File: src/rtl/btr_pkg.sv
`timescale 1ns / 1ps

package btr_pkg;

    // Default sizes
    localparam int TAKES_DEF = 4;
    localparam int STEPS_DEF = 256;

    // Register reset values
    localparam logic [19:0] PERIOD_RST  = 20'd24000;
    localparam logic [19:0] CAP_LIM_RST = 20'd12000;

    // Register indexes
    localparam logic [0:0] CFG_PERIOD  = 1'b0;
    localparam logic [0:0] CFG_CAP_LIM = 1'b1;

    // Operation codes
    localparam logic [2:0] OP_RECORD     = 3'd0;
    localparam logic [2:0] OP_READ       = 3'd1;
    localparam logic [2:0] OP_CLR_LEN    = 3'd2;
    localparam logic [2:0] OP_CLR_ALL    = 3'd3;
    localparam logic [2:0] OP_CLR_QUEUED = 3'd4;

    typedef struct packed {
        logic [2:0]  op;
        logic [7:0]  transpose;
        logic        rec_mode;
        logic [19:0] clock_pos;
        logic [1:0]  read_take;
        logic [7:0]  read_index;
    } t_in_req;

    typedef struct packed {
        logic [7:0] read_value;
        logic [7:0] read_length;
        logic [1:0] take_count;
        logic       queued;
        logic       recording_active;
        logic [7:0] write_index;
    } t_out_req;

    // Controller to datapath
    typedef struct packed {
        logic accept;
        logic exec;
        logic wr2;
        logic load;
    } t_dp_cmd;

    // Datapath to controller
    typedef struct packed {
        logic need_wr2;
        logic out_busy;
    } t_dp_status;

endpackage

File: src/rtl/btr_ctrl.sv
`timescale 1ns / 1ps

module btr_ctrl (
    input  logic               i_clk,
    input  logic               i_rst_n,
    input  logic               i_in_valid,
    input  btr_pkg::t_dp_status i_status,
    output btr_pkg::t_dp_cmd   o_cmd,
    output logic               o_in_stall
);
    import btr_pkg::*;

    typedef enum logic [1:0] {
        S_IDLE,
        S_EXEC,
        S_WR2,
        S_LOAD
    } t_state;

    t_state r_state;
    logic   r_stall;

    // State and registered stall
    always_ff @(posedge i_clk) begin
        if (!i_rst_n) begin
            r_state <= S_IDLE;
            r_stall <= 1'b0;
        end else begin
            unique case (r_state)
                S_IDLE: begin
                    if (i_in_valid) begin
                        r_state <= S_EXEC;
                        r_stall <= 1'b1;
                    end
                end
                S_EXEC: begin
                    r_state <= i_status.need_wr2 ? S_WR2 : S_LOAD;
                end
                S_WR2: begin
                    r_state <= S_LOAD;
                end
                S_LOAD: begin
                    if (!i_status.out_busy) begin
                        r_state <= S_IDLE;
                        r_stall <= 1'b0;
                    end
                end
                default: begin
                    r_state <= S_IDLE;
                    r_stall <= 1'b0;
                end
            endcase
        end
    end

    // Commands
    always_comb begin
        o_cmd.accept = (r_state == S_IDLE) && i_in_valid;
        o_cmd.exec   = (r_state == S_EXEC);
        o_cmd.wr2    = (r_state == S_WR2);
        o_cmd.load   = (r_state == S_LOAD) && !i_status.out_busy;
    end

    assign o_in_stall = r_stall;

endmodule

File: config.mk
export PLATFORM = sky130hd
export DESIGN_NAME = btr_ctrl
export DESIGN_NICKNAME = d
export VERILOG_FILES = /design/src/rtl/btr_pkg.sv /design/src/rtl/btr_ctrl.sv
export SDC_FILE = /design/constraint.sdc
export NUM_CORES = 1
export LEC_CHECK = 0
export BUFFER_PORTS_ARGS = -buffer_cell sky130_fd_sc_hd__buf_2
export CAP_MARGIN = 20
export CORE_AREA = 2 2 39 41
export DETAILED_ROUTE_END_ITERATION = 6
export DIE_AREA = 0 0 41 43
export GPL_TIMING_DRIVEN = 0
export SLEW_MARGIN = 20
export SYNTH_ARGS = -nofsm -noshare
export SYNTH_HDL_FRONTEND = slang
export SYNTH_SLANG_ARGS = --single-unit
export TNS_END_PERCENT = 5
File: constraint.sdc
create_clock -name i_clk -period 1.2 [get_ports i_clk]
set_clock_uncertainty 0.15 [all_clocks]
set_input_delay 0.24 -clock i_clk [delete_from_list [all_inputs] [get_ports i_clk]]
set_output_delay 0.24 -clock i_clk [all_outputs]
set_load 0.02 [all_outputs]
==> results_dict.tcl, run 1 <==
set metrics [dict create \
    dieArea_um2 1760 \
    drv_cap 0 \
    viasPerCell 4.06 \
    setup_violations 7 \
    hp-class "primary input to flip-flop" \
    wl_per_cell_um 8.73 \
    start_util 0.173 \
    swShare 0.396 \
    area_delta_synth_final_pct 99.5 \
    numCtsBuffers 3 \
    rsz0062_at_grt "yes" \
    synth_nets 37 \
    cts_tree "done" \
    drtIter0Drc 0 \
    comb_power_share 0.661 \
    post-dp-hpwl_um 389 \
    place_congestion 0.705 \
    critPathMaxFanout 4 \
    grt_pass1_vias 275 \
    max_freq_ghz 0.688 \
    synth_edf_count 0 \
    startpoint "r_state[0]" \
    syn-mean-instance-area_um2 8.85 \
    syn_area_um2 239 \
    hold_buffers 0 \
    r2r-start "r_state[0]" \
    yosys_most_used_dff "dfxtp_1" \
    fin_ws_ps -253 \
    drt_first_pass_iters 1 \
    seq_area_frac_synth 0.251 \
    ant_nets 0 \
    relSlewSlack 0.868 \
    drv_slew 0 \
    core.rowCount 14 \
    grt-ovfl-total 0 \
    synth_area_leaders "ha_1 26%, dfxtp_1 25%, a21oi_1 6.3%, a221oi_2 6.3%, inv_1 6.3%" \
    p_int_mw 0.737 \
    timing.final.crit_share 1.21 \
    place_worst_setup_slack_ps -122 \
    yosys-top-cells-count "5 x ha_1, 4 x inv_1, 3 x a21oi_1, 3 x dfxtp_1, 2 x nor2b_1" \
    clk_path_buf_depth 2 \
    grt_max_degree 5 \
    cp-start-kind "flip-flop" \
    synth_top_cell_by_area "ha_1" \
    p_leak_nw 0.210 \
    multi_input_area_um2 224 \
    power_frac_seq 0.194 \
    root_buffer "clkbuf_4" \
    hold_viol_final 0 \
    yosysUniqueCellTypes 15 \
    status "finished, violations left" \
    gr-usage-all-layers 0.0831 \
    cp-end-kind "primary output" \
    post-route-min-period_ps 1450 \
    clock_sinks 3 \
    switchingPower_mw 0.483 \
    synth_cells 27 \
    path_clk_slew_ps 40 \
    diodes 0 \
    die_y_um 43 \
    clockPowerShare 0.145 \
    synth-seq-cells 3 \
    clk_latency_ps 230 \
    ys_warn_count 0 \
    tns_ps -1240 \
    hold_start "i_rst_n" \
    nFillCells 145 \
    via_count 256 \
    fin_nets 58 \
    seq_area_um2 67.6 \
    worst_pin_slew_ps 197 \
    drc_errors 0 \
    synth_top_cell_area_share 0.262 \
    drt-total-wl_um 550 \
    io_pins 10 \
    worstSetupPathType "flip-flop to primary output" \
    critical_path_required_ps 810 \
    yosysMostFrequentCell "ha_1" \
    drive_above_1_share 0.681 \
    coreArea_um2 1380 \
    grt_pass1_wl_um 986 \
    fp.dieW_um 41 \
    final_core_util 0.344 \
    violations "setup timing" \
    crit_arrival_ps 1060 \
    power_density_nw_per_um2 2560 \
    antenna_found_initial 0 \
    io_buffer_count 9 \
    async_flop_share 0 \
    ir_worst_vdd_uv 1030 \
    htree_levels 1 \
]
per-stage QoR:
stage          hold slack [ps]  area [um2]  instances  power [mW]
3_3_place_gp               336         357         52       0.777
3_5_place_dp               331         357         52       0.781
6_report                   137         477         63        1.22
4_1_cts                    129         477         63        1.23
5_1_grt                    143         477         63        1.33
2_1_floorplan              247         292         27       0.676
logic make-up after synthesis:
kind of cell / count (synthesis) / synth area share
buffers and inverters: 4 / 0.0628
and+or+nand+nor: 6 / 0.152
AOI/OAI and AO/OA: 9 / 0.272
adders and majority gates: 5 / 0.262
DFF: 3 / 0.251
critical path, cell delays in order, from the launching register on:
cell	delay [ps]
dfxtp_4	380
inv_6	50
ha_4	150
and2_4	130
buf_6	120
registers in the layout, summed over array words and instances, names as in the netlist:
signal / flops
o_in_stall: 1
r_state: 2
per-layer routing:
layer / global-route usage / routed length (um) / vias to the layer above
li1: - / - / 132
met1: 0.0828 / 190 / 122
met2: 0.131 / 343 / 2
met3: 0.0157 / 16 / 0
met4: 0.0800 / 0 / 0
met5: 0 / 0 / -
power groups by stage:
stage	clock, mW	combinational, mW	sequential [mW]
after floorplan	0	0.458	0.218
after global placement	0	0.566	0.211
after detailed placement	0	0.572	0.209
after CTS	0.190	0.811	0.234
after global routing	0.199	0.891	0.243
final	0.177	0.807	0.237
area by class of cell:
| type | instances | share of cell area |
|---|---|---|
| Clock buffer | 4 | 0.0551 |
| Tap cell | 16 | 0.0420 |
| Timing Repair Buffer | 16 | 0.244 |
| Inverter | 4 | 0.0472 |
| Multi-Input combinational cell | 20 | 0.470 |
| Sequential cell | 3 | 0.142 |
cell usage in the layout, fill, tap and decap left out, drive strengths merged:
master	netlist	layout
clkbuf	0	4
dfxtp	3	3
o211ai	1	1
inv	4	4
a221oi	1	1
o21bai	1	1
o21ai	1	1
a21oi	3	3
nand3	1	1
nor2b	2	2
ha	5	5
buf	0	16
a211oi	1	1
nand2	1	1
a21o	1	1
nand2b	1	1
and2	1	1
repair_timing:
| item | in CTS | in global routing |
|---|---|---|
| gates cloned | 0 | 0 |
| setup buffers | 7 | 0 |
| pin swaps | 4 | 1 |
| resized for setup | 13 | 0 |
| endpoints found under the setup margin | 7 | 7 |
final timing paths:
kind	cells past startpoint	slack, ps	endpoint
worst max-delay path	4	-250	o_cmd[3]
worst min-delay path	3	140	r_state[0]
worst max register to register	6	-180	r_state[0]
worst min register to register	2	340	o_in_stall
No activity file was read; power rests on OpenSTA's default activity.
==> run 2: changes to the inputs <==
==> constraint.sdc (replaced) <==
create_clock -name i_clk -period 1.5 [get_ports i_clk]
set_clock_uncertainty 0.15 [all_clocks]
set_input_delay 0.3 -clock i_clk [delete_from_list [all_inputs] [get_ports i_clk]]
set_output_delay 0.3 -clock i_clk [all_outputs]
set_load 0.02 [all_outputs]
==> run 2 against run 1 <==
Net effect: the flow still finishes with violations (setup timing); cell count unchanged; first-iteration DRC count unchanged; cell area shrank 7.1%; critical endpoint unchanged; largest cell class unchanged.
==> results_dict.tcl, run 2 (synthesis results as in run 1) <==
set metrics [dict create \
    p_int_mw 0.554 \
    worstSetupPathType "flip-flop to primary output" \
    drv_cap 0 \
    cp_num_buf_inv 2 \
    gr-usage-all-layers 0.0723 \
    final_core_util 0.320 \
    io_buffer_count 9 \
    place_congestion 0.663 \
    path_depth 4 \
    path_clk_slew_ps 30 \
    critical_path_required_ps 1050 \
    core.rowCount 14 \
    rsz0062_at_grt "yes" \
    switchingPower_mw 0.367 \
    diodes 0 \
    critPathMaxFanout 4 \
    largest_register "r_state" \
    worst_pin_slew_ps 297 \
    area_delta_synth_final_pct 85.3 \
    clk_path_buf_depth 2 \
    htree_levels 1 \
    relSlewSlack 0.801 \
    fin_nets 58 \
    grt_max_degree 6 \
    post-dp-hpwl_um 381 \
    wl_per_cell_um 8.84 \
    swShare 0.398 \
    rr_endpoint "r_state[0]" \
    antenna_found_initial 0 \
    crit_arrival_ps 1070 \
    dieArea_um2 1760 \
    ir_worst_vdd_uv 560 \
    critPathCapture "o_cmd[3]" \
    cts_tree "done" \
    max_freq_ghz 0.660 \
    grt-ovfl-total 0 \
    seq_area_um2 67.6 \
    root_buffer "clkbuf_4" \
    fin_ws_ps -15.4 \
    hp-class "primary input to flip-flop" \
    place_worst_setup_slack_ps 17.8 \
    crit_chain "inv_4, ha_4, and2_4, buf_6" \
    power_density_nw_per_um2 2080 \
    start_util 0.173 \
    drive_above_1_share 0.617 \
    multi_input_area_um2 194 \
    r2r_slack_ps 60 \
    grt_pass1_vias 236 \
    crit_family "flip-flops" \
    largest_register_ffs 2 \
    fp.dieW_um 41 \
    coreArea_um2 1380 \
    tns_ps -15.4 \
    clockPowerShare 0.148 \
    ant_nets 0 \
    cp-end-kind "primary output" \
    startpoint "r_state[1]" \
    slowest_stage "dfxtp_4" \
    worstRegToRegCells 5 \
    power_frac_seq 0.208 \
    status "finished, violations left" \
    via_count 252 \
    whs_ps 203 \
    p_total_mw 0.921 \
    numCtsBuffers 3 \
    drc_errors 0 \
    cpPeakStageDelay_ps 380 \
    post-route-min-period_ps 1520 \
    comb_power_share 0.644 \
    cp-start-kind "flip-flop" \
    drtIter0Drc 0 \
    clk_latency_ps 230 \
    setup_violations 1 \
    drt_first_pass_iters 1 \
    timing.final.crit_share 1.01 \
    viasPerCell 4.00 \
    hold_viol_final 0 \
    drv_slew 0 \
    violations "setup timing" \
    io_pins 10 \
    final_cell_mix "8 x buf_4, 6 x buf_2, 3 x a21oi_1, 3 x clkbuf_4" \
    r2r-start "r_state[0]" \
    die_y_um 43 \
    grt_pass1_wl_um 828 \
    clock_sinks 3 \
    drt-total-wl_um 557 \
    nFillCells 158 \
    hold_buffers 0 \
    mostFrequentLayoutCell "buf_4" \
    p_leak_nw 0.199 \
]
==> run 2: area by class of cell <==
cell class | instances | share of cell area
clock buffer | 4 | 0.0593
inverter | 4 | 0.0508
multi-input combinational | 20 | 0.438
sequential | 3 | 0.153
tap | 16 | 0.0452
timing repair buffer | 16 | 0.254
==> run 2: metal layers <==
| layer | track usage | part of all wire | vias to the layer above |
|---|---|---|---|
| li1 | - | - | 135 |
| met1 | 0.0675 | 0.34 | 115 |
| met2 | 0.113 | 0.62 | 2 |
| met3 | 0.0157 | 0.041 | 0 |
| met4 | 0.0800 | 0 | 0 |
| met5 | 0 | 0 | - |
==> run 2: tightest hold or removal path: stages <==
cell	delay [ps]
buf_2	70
inv_1	60
a21oi_1	110
==> run 2: power groups by stage <==
stage	clock network (mW)	logic, mW	registers, mW
after floorplan	0	0.272	0.154
after global placement	0	0.359	0.147
after detailed placement	0	0.364	0.149
after CTS	0.146	0.480	0.161
after global routing	0.154	0.655	0.199
final	0.136	0.593	0.192
==> run 2: how the worst min path moves through the flow <==
| stage | startpoint | end | slack [ps] | cells after the start |
|---|---|---|---|---|
| floorplan | i_rst_n | r_state[0] | 310 | 2 |
| global placement | o_in_stall | o_in_stall | 340 | 2 |
| detailed placement | o_in_stall | o_in_stall | 340 | 2 |
| CTS | i_rst_n | r_state[0] | 190 | 3 |
| global route | i_rst_n | r_state[0] | 230 | 3 |
| finish | i_rst_n | o_in_stall | 200 | 3 |
==> run 2: through the flow <==
step | area (um2) | cells
after floorplan | 239 | 27
after global placement | 304 | 52
after detailed placement | 304 | 52
after CTS | 384 | 59
after global routing | 443 | 63
final | 443 | 63
==> run 2: repair_timing <==
item / CTS / global route
hold endpoints to repair: 0 / 0
setup buffers: 3 / 4
endpoints found under the setup margin: 4 / 4
gates resized for setup: 12 / 8
pin swaps: 2 / 1
cloned: 0 / 0
==> run 3: changes to the inputs <==
--- a/config.mk
+++ b/config.mk
@@ -5,12 +5,13 @@
 export SDC_FILE = /design/constraint.sdc
 export NUM_CORES = 1
 export LEC_CHECK = 0
+export ABC_AREA = 1
 export BUFFER_PORTS_ARGS = -buffer_cell sky130_fd_sc_hd__buf_2
 export CAP_MARGIN = 20
 export CORE_AREA = 2 2 39 41
 export DETAILED_ROUTE_END_ITERATION = 6
 export DIE_AREA = 0 0 41 43
-export GPL_TIMING_DRIVEN = 0
+export MAX_ROUTING_LAYER = met4
 export SLEW_MARGIN = 20
 export SYNTH_ARGS = -nofsm -noshare
 export SYNTH_HDL_FRONTEND = slang
==> run 3 against run 2 <==
Net effect: the run now ends clean; total power down 9.2%; worst setup slack improved by 44 ps; fmax is 3.0% higher; routed wire length increased by 11%; largest cell class unchanged.
==> results_dict.tcl, run 3 <==
set metrics [dict create \
    synth_top_cell_area_share 0.246 \
    tns_ps 0 \
    p_total_mw 0.836 \
    place_congestion 0.629 \
    post-dp-hpwl_um 383 \
    hold_viol_final 0 \
    status "finished, final reports clean" \
    core.rowCount 14 \
    syn_area_um2 254 \
    antenna_found_initial 0 \
    power_density_nw_per_um2 1790 \
    final_cell_mix "5 x nand2_2, 5 x buf_2, 5 x buf_6, 5 x buf_4" \
    io_buffer_count 9 \
    area_delta_synth_final_pct 83.7 \
    power_frac_seq 0.196 \
    cp-end-kind "primary output" \
    swShare 0.403 \
    post-route-min-period_ps 1470 \
    grt-ovfl-total 0 \
    gr-usage-all-layers 0.0915 \
    synth_edf_count 0 \
    yosysUniqueCellTypes 12 \
    startpoint "r_state[0]" \
    clock_sinks 3 \
    grt_pass1_wl_um 1020 \
    worst_pin_slew_ps 134 \
    seq_area_frac_synth 0.236 \
    yosysMostFrequentCell "inv_1" \
    hold_buffers 0 \
    hp-class "primary input to flip-flop" \
    yosys_most_used_dff "dfxtp_1" \
    async_flop_share 0 \
    drt-total-wl_um 617 \
    largest_register_ffs 2 \
    numCtsBuffers 3 \
    switchingPower_mw 0.337 \
    drv_slew 0 \
    cp-start-kind "flip-flop" \
    wl_per_cell_um 8.94 \
    yosys-top-cells-count "7 x inv_1, 5 x ha_1, 5 x nand2_1" \
    ys_warn_count 0 \
    p_leak_nw 0.227 \
    root_buffer "clkbuf_4" \
    critPathMaxFanout 3 \
    crit_arrival_ps 1020 \
    synth_nets 44 \
    cts_tree "done" \
    drc_errors 0 \
    p_int_mw 0.500 \
    relSlewSlack 0.910 \
    synth-seq-cells 3 \
    syn-mean-instance-area_um2 7.47 \
    dieArea_um2 1760 \
    start_util 0.184 \
    clk_latency_ps 230 \
    worstRegToRegCells 6 \
    ant_nets 0 \
    io_pins 10 \
    clk_path_buf_depth 2 \
    drive_above_1_share 0.679 \
    clockPowerShare 0.168 \
    r2r_slack_ps 190 \
    grt_pass1_vias 263 \
    ir_worst_vdd_uv 466 \
    via_count 262 \
    setup_violations 0 \
    viasPerCell 3.80 \
    comb_power_share 0.636 \
    timing.final.crit_share 0.981 \
    synth_cells 34 \
    rsz0062_at_grt "yes" \
    drv_cap 0 \
    coreArea_um2 1380 \
    grt_max_degree 5 \
    synth_area_leaders "ha_1 25%, dfxtp_1 24%, inv_1 10%, nand2_2 9.9%, nand2_1 7.4%" \
    die_y_um 43 \
    critical_path_required_ps 1050 \
    worstSetupPathType "flip-flop to primary output" \
    r2r-start "r_state[0]" \
    drtIter0Drc 3 \
    htree_levels 1 \
    fin_nets 64 \
    rr_endpoint "r_state[0]" \
    path_clk_slew_ps 40 \
    drt_first_pass_iters 4 \
    synth_top_cell_by_area "ha_1" \
    largest_register "r_state" \
    fp.dieW_um 41 \
    critPathCapture "o_cmd[2]" \
    diodes 0 \
    max_freq_ghz 0.680 \
]
## run 3: worst min-delay path by stage
stage / startpoint / endpoint / slack, ps / depth (start not counted)
finish: i_rst_n / r_state[0] / 180 / 3
global route: i_rst_n / r_state[0] / 170 / 3
CTS: i_rst_n / r_state[0] / 150 / 3
detailed placement: o_in_stall / o_in_stall / 320 / 2
global placement: o_in_stall / o_in_stall / 330 / 2
floorplan: i_rst_n / r_state[0] / 270 / 2
## run 3: what timing repair did
item	4_1_cts	5_1_grt
gates cloned	0	0
pin swaps	0	2
setup endpoints to repair	3	4
buffers inserted	3	2
gates resized for setup	19	7
## run 3: metrics by stage
step / area (um2) / std cells / setup WS (ps) / hold WS, ps / util
6_report: 467 / 69 / 28.8 / 184 / 0.337
5_1_grt: 467 / 69 / -37.2 / 173 / 0.337
4_1_cts: 430 / 67 / -7.62 / 153 / 0.311
3_5_place_dp: 327 / 60 / 46.1 / 319 / 0.236
3_3_place_gp: 327 / 60 / 80.7 / 326 / 0.236
2_1_floorplan: 254 / 34 / 89.6 / 272 / -
## run 3: cell families (layout without fill, tap and decap cells)
| logic type | Yosys count | in the layout | share of synthesized area |
|---|---|---|---|
| buffers and inverters | 8 | 27 | 0.118 |
| adders and majority gates | 5 | 5 | 0.246 |
| AOI/OAI and AO/OA | 4 | 4 | 0.148 |
| and+or+nand+nor | 14 | 14 | 0.251 |
| DFF | 3 | 3 | 0.236 |
## run 3: power groups by stage
stage	Sequential (mW)	Clock, mW	Combinational [mW]
after detailed placement	0.134	0	0.353
after global routing	0.169	0.163	0.591
after global placement	0.134	0	0.348
after floorplan	0.151	0	0.247
final	0.164	0.140	0.532
after CTS	0.162	0.149	0.461
## run 3: metal layers
metal,up-vias,global-route usage,routed length [um]
li1,141,-,-
met1,113,0.0897,217
met2,8,0.153,361
met3,0,0.0471,38
met4,0,0.0200,0
met5,-,-,0
## run 3: layout make-up
cell class / count / area, um2
Fill cell: 153 / 917
Multi-Input combinational cell: 23 / 199
Timing Repair Buffer: 15 / 119
Sequential cell: 3 / 67.6
Inverter: 8 / 35.0
Clock buffer: 4 / 26.3
Tap cell: 16 / 20.0
## run 3: worst max-delay path, stage by stage, from the launching register on
cell     delay, ps
dfxtp_4        360
buf_6          130
ha_2           180
buf_6          130
